--- config.mk ---
export PLATFORM = sky130hd
export DESIGN_NAME = seconds_to_calendar_date_core
export DESIGN_NICKNAME = d
export VERILOG_FILES = /design/src/rtl/core/s2cd_pkg.sv /design/src/rtl/core/seconds_to_calendar_date_core.sv
export SDC_FILE = /design/constraint.sdc
export NUM_CORES = 2
export LEC_CHECK = 0
export BUFFER_PORTS_ARGS = -buffer_cell sky130_fd_sc_hd__buf_2
export CORE_MARGIN = 2
export CORE_UTILIZATION = 43
export CTS_CLUSTER_SIZE = 25
export DETAILED_ROUTE_END_ITERATION = 8
export PLACE_DENSITY_LB_ADDON = 0.25
export RECOVER_POWER = 100
export SYNTH_ARGS = -nofsm -noshare
export SYNTH_HDL_FRONTEND = slang
export SYNTH_SLANG_ARGS = --single-unit
--- constraint.sdc ---
create_clock -name clk -period 7 [get_ports clk]
set_input_delay 0.35 -clock clk [delete_from_list [all_inputs] [get_ports clk]]
set_output_delay 0.35 -clock clk [all_outputs]
set_load 0.01 [all_outputs]
--- src/rtl/core/s2cd_pkg.sv ---
// ----------------------------------------------------------------------------
// s2cd_pkg
// Constants and lookup tables for the seconds-to-calendar-date pipeline.
// ----------------------------------------------------------------------------
package s2cd_pkg;

	localparam int NUM_STAGES = 7;

	localparam logic [31:0] FIVE_DAYS_SEC = 32'd432000;
	localparam logic [16:0] OFFSET_RESET  = 17'd32400;
	localparam logic [11:0] BASE_YEAR     = 12'd1980;

	localparam logic [16:0] SECS_PER_DAY  = 17'd86400;
	localparam logic [11:0] SECS_PER_HOUR = 12'd3600;
	localparam logic [5:0]  SECS_PER_MIN  = 6'd60;
	localparam logic [10:0] QUAD_DAYS     = 11'(366 + (3 * 365));

	// 86400 = 128 * 675: drop seven bits, then divide by 675
	localparam int DAY_SHIFT_IN = 7;
	localparam int DAY_DIVISOR  = 675;
	localparam int DAY_SHIFT    = 35;
	localparam logic [25:0] DAY_RECIP =
		26'(((64'd1 << DAY_SHIFT) + 64'(DAY_DIVISOR - 1)) / 64'(DAY_DIVISOR));

	localparam int QUAD_SHIFT = 27;
	localparam logic [16:0] QUAD_RECIP =
		17'(((64'd1 << QUAD_SHIFT) + 64'd1460) / 64'd1461);

	localparam int HOUR_SHIFT = 29;
	localparam logic [17:0] HOUR_RECIP =
		18'(((64'd1 << HOUR_SHIFT) + 64'd3599) / 64'd3600);

	localparam int MIN_SHIFT = 18;
	localparam logic [12:0] MIN_RECIP =
		13'(((64'd1 << MIN_SHIFT) + 64'd59) / 64'd60);

	// first day of each year in a four-year group
	localparam logic [10:0] YEAR_START [4] = '{11'd0, 11'd366, 11'd731, 11'd1096};

	// first day of each month, row 0 leap year, row 1 common year
	localparam logic [8:0] MONTH_START [2][12] = '{
		'{9'd0, 9'd31, 9'd60, 9'd91, 9'd121, 9'd152,
		  9'd182, 9'd213, 9'd244, 9'd274, 9'd305, 9'd335},
		'{9'd0, 9'd31, 9'd59, 9'd90, 9'd120, 9'd151,
		  9'd181, 9'd212, 9'd243, 9'd273, 9'd304, 9'd334}
	};

	localparam logic [3:0] DEFAULT_MONTH = 4'd1;
	localparam logic [4:0] DEFAULT_DAY   = 5'd6;

endpackage

--- src/rtl/core/seconds_to_calendar_date_core.sv ---
// ----------------------------------------------------------------------------
// seconds_to_calendar_date_core
// Converts a seconds count since 1980-01-06 into local calendar date and time.
// ----------------------------------------------------------------------------
// channel | direction | handshake            | payload
// in      | input     | in_valid / in_ready  | epoch_seconds
// out     | output    | out_valid / out_ready| year, month, day_of_month,
//         |           |                      | hour, minute, second
// cfg     | input     | cfg_valid / cfg_ready| local_offset_seconds
//
// Seven register stages, constant-reciprocal divides in stages two, three, four
// and six; one beat is taken per cycle when out is not stalled.
// Each stage holds its beat only while the stage after it is full and stalled,
// so bubbles collapse; in_ready drops only once all seven stages hold a beat
// and out is stalled.
// Reset clears all stage valid bits and loads the nine-hour offset.
// cfg is always ready; the offset applies to beats taken after the write.
// ----------------------------------------------------------------------------
module seconds_to_calendar_date_core (
	input  logic        clk,
	input  logic        arst_n,
	input  logic        in_valid,
	output logic        in_ready,
	input  logic [31:0] epoch_seconds,
	output logic        out_valid,
	input  logic        out_ready,
	output logic [11:0] year,
	output logic [3:0]  month,
	output logic [4:0]  day_of_month,
	output logic [4:0]  hour,
	output logic [5:0]  minute,
	output logic [5:0]  second,
	input  logic        cfg_valid,
	output logic        cfg_ready,
	input  logic signed [16:0] local_offset_seconds
);
	import s2cd_pkg::*;

	logic [16:0]           offset_q;
	logic [NUM_STAGES:1]   stage_vld_q;
	logic [NUM_STAGES:1]   stage_adv;

	// stage payload registers
	logic [31:0] secs_s1, secs_s2;
	logic        zero_s1, zero_s2, zero_s3, zero_s4, zero_s5, zero_s6;
	logic [15:0] days_s2, days_s3;
	logic [16:0] tod_s3, tod_s4;
	logic [5:0]  quad_s3, quad_s4, quad_s5;
	logic [10:0] rem_s4;
	logic [4:0]  hour_s4, hour_s5, hour_s6, hour_s7;
	logic [11:0] sh_s5, sh_s6;
	logic [1:0]  yi_s5;
	logic [8:0]  dy_s5;
	logic [5:0]  minute_s6, minute_s7;
	logic [11:0] year_s6, year_s7;
	logic [3:0]  month_s6, month_s7;
	logic [4:0]  day_s6, day_s7;
	logic [5:0]  second_s7;

	// stage logic
	logic [31:0] in_sum;
	logic [50:0] day_prod;
	logic [32:0] day_secs, tod_full, quad_prod;
	logic [16:0] quad_days, rem_full;
	logic [34:0] hour_prod;
	logic [16:0] hour_secs, sh_full;
	logic [1:0]  yi_nxt;
	logic [10:0] dy_full;
	logic [24:0] min_prod;
	logic        month_row;
	logic [3:0]  mi_nxt;
	logic [8:0]  day_full;
	logic [11:0] min_secs, sec_full;

	assign cfg_ready = 1'b1;
	assign in_ready  = stage_adv[1];
	assign out_valid = stage_vld_q[NUM_STAGES];

	always_ff @(posedge clk or negedge arst_n) begin
		if (!arst_n) begin
			offset_q <= OFFSET_RESET;
		end else if (cfg_valid && cfg_ready) begin
			offset_q <= local_offset_seconds;
		end
	end

	// a stage moves when it is empty or the next one moves
	always_comb begin
		stage_adv[NUM_STAGES] = !stage_vld_q[NUM_STAGES] || out_ready;
		for (int i = NUM_STAGES - 1; i >= 1; i--) begin
			stage_adv[i] = !stage_vld_q[i] || stage_adv[i + 1];
		end
	end

	always_ff @(posedge clk or negedge arst_n) begin
		if (!arst_n) begin
			stage_vld_q <= '0;
		end else begin
			if (stage_adv[1]) begin
				stage_vld_q[1] <= in_valid;
			end
			for (int i = 2; i <= NUM_STAGES; i++) begin
				if (stage_adv[i]) begin
					stage_vld_q[i] <= stage_vld_q[i - 1];
				end
			end
		end
	end

	// stage 1: wrap-around sum of input, five days and offset
	assign in_sum = epoch_seconds + FIVE_DAYS_SEC + {{15{offset_q[16]}}, offset_q};

	always_ff @(posedge clk) begin
		if (stage_adv[1]) begin
			secs_s1 <= in_sum;
			zero_s1 <= (epoch_seconds == 32'd0);
		end
	end

	// stage 2: whole days
	assign day_prod = 51'(secs_s1[31:DAY_SHIFT_IN]) * 51'(DAY_RECIP);

	always_ff @(posedge clk) begin
		if (stage_adv[2]) begin
			secs_s2 <= secs_s1;
			zero_s2 <= zero_s1;
			days_s2 <= day_prod[DAY_SHIFT +: 16];
		end
	end

	// stage 3: time of day and four-year group
	assign day_secs  = 33'(days_s2) * 33'(SECS_PER_DAY);
	assign tod_full  = {1'b0, secs_s2} - day_secs;
	assign quad_prod = 33'(days_s2) * 33'(QUAD_RECIP);

	always_ff @(posedge clk) begin
		if (stage_adv[3]) begin
			zero_s3 <= zero_s2;
			days_s3 <= days_s2;
			tod_s3  <= tod_full[16:0];
			quad_s3 <= quad_prod[QUAD_SHIFT +: 6];
		end
	end

	// stage 4: day within group, hour
	assign quad_days = 17'(quad_s3) * 17'(QUAD_DAYS);
	assign rem_full  = {1'b0, days_s3} - quad_days;
	assign hour_prod = 35'(tod_s3) * 35'(HOUR_RECIP);

	always_ff @(posedge clk) begin
		if (stage_adv[4]) begin
			zero_s4 <= zero_s3;
			tod_s4  <= tod_s3;
			quad_s4 <= quad_s3;
			rem_s4  <= rem_full[10:0];
			hour_s4 <= hour_prod[HOUR_SHIFT +: 5];
		end
	end

	// stage 5: seconds within hour, year within group
	assign hour_secs = 17'(hour_s4) * 17'(SECS_PER_HOUR);
	assign sh_full   = tod_s4 - hour_secs;
	assign yi_nxt    = 2'(rem_s4 >= YEAR_START[1]) + 2'(rem_s4 >= YEAR_START[2])
		+ 2'(rem_s4 >= YEAR_START[3]);
	assign dy_full   = rem_s4 - YEAR_START[yi_nxt];

	always_ff @(posedge clk) begin
		if (stage_adv[5]) begin
			zero_s5 <= zero_s4;
			quad_s5 <= quad_s4;
			hour_s5 <= hour_s4;
			sh_s5   <= sh_full[11:0];
			yi_s5   <= yi_nxt;
			dy_s5   <= dy_full[8:0];
		end
	end

	// stage 6: minute, month and day, year
	assign min_prod  = 25'(sh_s5) * 25'(MIN_RECIP);
	assign month_row = (yi_s5 != 2'd0);

	always_comb begin
		mi_nxt = '0;
		for (int k = 1; k < 12; k++) begin
			mi_nxt = mi_nxt + 4'(dy_s5 >= MONTH_START[month_row][k]);
		end
	end

	assign day_full = dy_s5 - MONTH_START[month_row][mi_nxt] + 9'd1;

	always_ff @(posedge clk) begin
		if (stage_adv[6]) begin
			zero_s6   <= zero_s5;
			hour_s6   <= hour_s5;
			sh_s6     <= sh_s5;
			minute_s6 <= min_prod[MIN_SHIFT +: 6];
			month_s6  <= mi_nxt + 4'd1;
			day_s6    <= day_full[4:0];
			year_s6   <= BASE_YEAR + 12'({quad_s5, yi_s5});
		end
	end

	// stage 7: second, zero input forces the fixed date
	assign min_secs = 12'(minute_s6) * 12'(SECS_PER_MIN);
	assign sec_full = sh_s6 - min_secs;

	always_ff @(posedge clk) begin
		if (stage_adv[7]) begin
			if (zero_s6) begin
				year_s7   <= BASE_YEAR;
				month_s7  <= DEFAULT_MONTH;
				day_s7    <= DEFAULT_DAY;
				hour_s7   <= '0;
				minute_s7 <= '0;
				second_s7 <= '0;
			end else begin
				year_s7   <= year_s6;
				month_s7  <= month_s6;
				day_s7    <= day_s6;
				hour_s7   <= hour_s6;
				minute_s7 <= minute_s6;
				second_s7 <= sec_full[5:0];
			end
		end
	end

	assign year         = year_s7;
	assign month        = month_s7;
	assign day_of_month = day_s7;
	assign hour         = hour_s7;
	assign minute       = minute_s7;
	assign second       = second_s7;

	// a free output slot lets every stage move, so input is open
	a_ready_when_drained: assert property (@(posedge clk) disable iff (!arst_n)
		(!out_valid || out_ready) |-> in_ready)
		else $error("input stalled while pipeline can drain");

	a_time_in_range: assert property (@(posedge clk) disable iff (!arst_n)
		out_valid |-> (hour < 5'd24) && (minute < 6'd60) && (second < 6'd60))
		else $error("time of day out of range");

	a_date_in_range: assert property (@(posedge clk) disable iff (!arst_n)
		out_valid |-> (month >= 4'd1) && (month <= 4'd12)
			&& (day_of_month >= 5'd1) && (year >= BASE_YEAR) && (year <= 12'd2119))
		else $error("calendar date out of range");

	a_offset_written: assert property (@(posedge clk) disable iff (!arst_n)
		cfg_valid |=> (offset_q == $past(local_offset_seconds)))
		else $error("offset write lost");

endmodule

==> flow_summary_export.csv <==
group,metric,value,unit
routing,drt-initial-drc-count,763,
cts,insertion_delay,0.55,ns
final_layout,multiInputGateArea,23200,sq um
cts,h-tree-depth,2,
global_routing,grt_max_degree,41,
min_path,worstHoldPathType,"in -> reg",
routing,dr.pass1.iters,4,
place,dp_hpwl,58900,um
final_layout,final_common_cell,"inv_1",
timing,timing.fmax,0.150,GHz
final_layout,n_antenna_cell,0,
synth,synthCells,3134,
global_routing,grt-busiest-layer,"met2",
run_status,violations,"max-capacitance violations, max-slew violations",
synth,netlist_area,34300,sq um
timing,rsz0062_at_grt,"no",
synth,syn_area_per_cell,10.9,sq um
synth,ys.flop_type,"edfxtp_1",
die,start_util,43.4,%
timing,setup_tns,0,ns
setup_path,worst-setup-path-type,"reg -> reg",
die,rows,103,
global_routing,antenna_found_initial,0,
die,fp.dieW,286,um
flow_run,maxCapViolations,7,
final_layout,drive_above_1_share,5.07,%
global_routing,grt_util_met1,22.6,%
final_layout,fill_cells,7330,
routing,drt-vias-per-instance,4.85,
timing,fin_crit,6.65,ns
setup_path,crit_fanout,5,
cts,clkSinkCount,273,
final_layout,regArea,8090,sq um
setup_path,cp-end-kind,"flip-flop",
timing,tightest_slew,2.06,ns
die,die_y,286,um
routing,drc,0,
synth,synth_cell_types,72,
routing,vias,21200,
global_routing,grtUsageMet3,1.58,%
run_status,status,"finished, violations left",
die,dieArea,82100,sq um
timing,setup_viol,0,
die,core-area,79000,sq um
synth,ys_ff_latch,273,
global_routing,grt_pass1_wl,114000,um
global_routing,grt_pass1_vias,22300,
global_routing,grt_overflow,0,
cts,clk_pin_slew,0.06,ns
global_routing,met2_usage,31.1,%
place,gp_congestion,0.884,
final_layout,layout_common_cells,"inv_1, ha_1, fa_1",
timing,period_share,95.1,%
timing,slew_viol_final,263,
synth,synth_edf_count,249,
final_layout,syn2layout_area_growth,9.03,%
synth,ys_seq_area_share,23.6,%
routing,routed_wirelength,68600,um
timing,hold_violations,0,
cts,cts_root_buf,"clkbuf_16",
setup_path,crit_arrival,6.95,ns
global_routing,grt_usage,17.3,%
final_layout,final_nets,4515,
timing,relSlewSlack,-37.4,%
routing,wl_per_cell,15.7,um
setup_path,crit_path_start_kind,"flip-flop",
synth,synthesis.nets,4358,
cts,cts_buffers,34,
routing,antenna_left,0,
cts,cts_tree,"done",
timing,skew,0.0175,ns
synth,async_flop_share,8.79,%
die,ios,95,
cts,clockBufferDepth,3,
setup_path,worstPathRequired,7.30,ns
synth,ys_warn_count,0,
place,portBuffers,93,
==> sequential cells by signal (all words and copies together) (netlist names), 7 cells and up <==
| register | flops |
|---|---|
| tod_s4 | 12 |
| secs_s1 | 32 |
| secs_s2 | 17 |
| dy_s5 | 9 |
| days_s3 | 11 |
| rem_s4 | 11 |
| offset_q | 17 |
| stage_vld_q | 7 |
| sh_s5 | 12 |
| tod_s3 | 17 |
| year | 12 |
| year_s6 | 12 |
| days_s2 | 16 |
==> Yosys cell counts (19+ instances only) <==
cell type	count	area share (%)
o21bai_1	23	0.50
a21oi_1	112	1.6
inv_1	794	8.7
xnor2_1	102	2.6
edfxtp_1	249	22
ha_1	783	29
o21a_1	19	0.42
nor2_1	67	0.73
fa_1	387	23
xor2_1	29	0.74
a21o_1	61	1.3
nand2_1	81	0.89
o21ai_0	72	1.1
nor2b_1	37	0.67
nand3_1	25	0.36
nand4_1	19	0.35
nor3_1	23	0.34
==> worst paths after layout <==
path	startpoint	end	slack [ns]	cells past startpoint
hold reg to reg	secs_s2[2]	tod_s3[2]	0.41	0
setup / recovery	secs_s1[29]	days_s2[14]	0.35	21
hold / removal	local_offset_seconds[15]	offset_q[15]	0.02	3
max in group asynchronous	arst_n	stage_vld_q[6]	5.52	2
min in group asynchronous	arst_n	offset_q[6]	0.65	2
setup reg to reg	secs_s1[29]	days_s2[14]	0.35	21
==> routing by layer <==
metal	part of all wire (%)	routed length, um
met2	50	34300
met4	1.8	1260
met3	2.2	1520
met1	46	31600
met5	0	0
==> area by class of cell <==
cell class	instances	share of cell area, %
clock buffers	42	2.41
clock inverters	19	0.602
inverters	794	7.97
multi-input cells	2051	62.0
flip-flops and latches	273	21.6
well taps	1050	3.51
repair buffers	137	1.92
==> kinds of logic after synthesis <==
logic type	count (synthesis)	synth area share [%]
AOI/OAI and AO/OA	405	7.79
xor gates and xnor gates	131	3.34
adders and majority gates	1170	51.1
buffers and inverters	810	8.87
DFF	273	23.6
muxes	14	0.445
other	1	0.0109
and+or+nand+nor	330	4.82
==> critical path, cell delays in order (launching register included) <==
cell and delay [ns]:
edfxtp_1 0.41, fa_1 0.55, inv_1 0.05, fa_1 0.49, inv_1 0.05, fa_1 0.57, inv_1 0.07, fa_1 0.53
inv_1 0.05, fa_1 0.53, inv_1 0.05, fa_1 0.52, inv_1 0.04, ha_1 0.28, ha_1 0.35, nand4_1 0.17
nor4_1 0.67, o41ai_4 0.15, buf_4 0.19, o31ai_4 0.33, a41oi_1 0.18, xnor2_1 0.16
==> metrics by stage <==
step	hold slack, ns	util [%]	instances	cell area, sq um	worst slack (ns)
6_report	0.0174	47.3	4366	37400	0.346
5_1_grt	0.0165	47.3	4366	37400	0.0171
4_1_cts	0.00180	47.4	4361	37500	0.183
3_5_place_dp	0.387	45.9	4294	36300	0.197
3_3_place_gp	0.375	45.9	4294	36300	0.283
2_1_floorplan	0.0544	-	3134	34300	0.309
==> repair_timing <==
action | 4_1_cts | 5_1_grt
endpoints found under the hold margin | 21 | 0
setup buffers | 0 | 5
setup endpoints to repair | 0 | 8
hold buffers | 6 | 0
resized for setup | 0 | 2
Power is left out: the tool's default activity adds up to more than one toggle a clock period on the data nets, which glitch-free logic cannot reach.
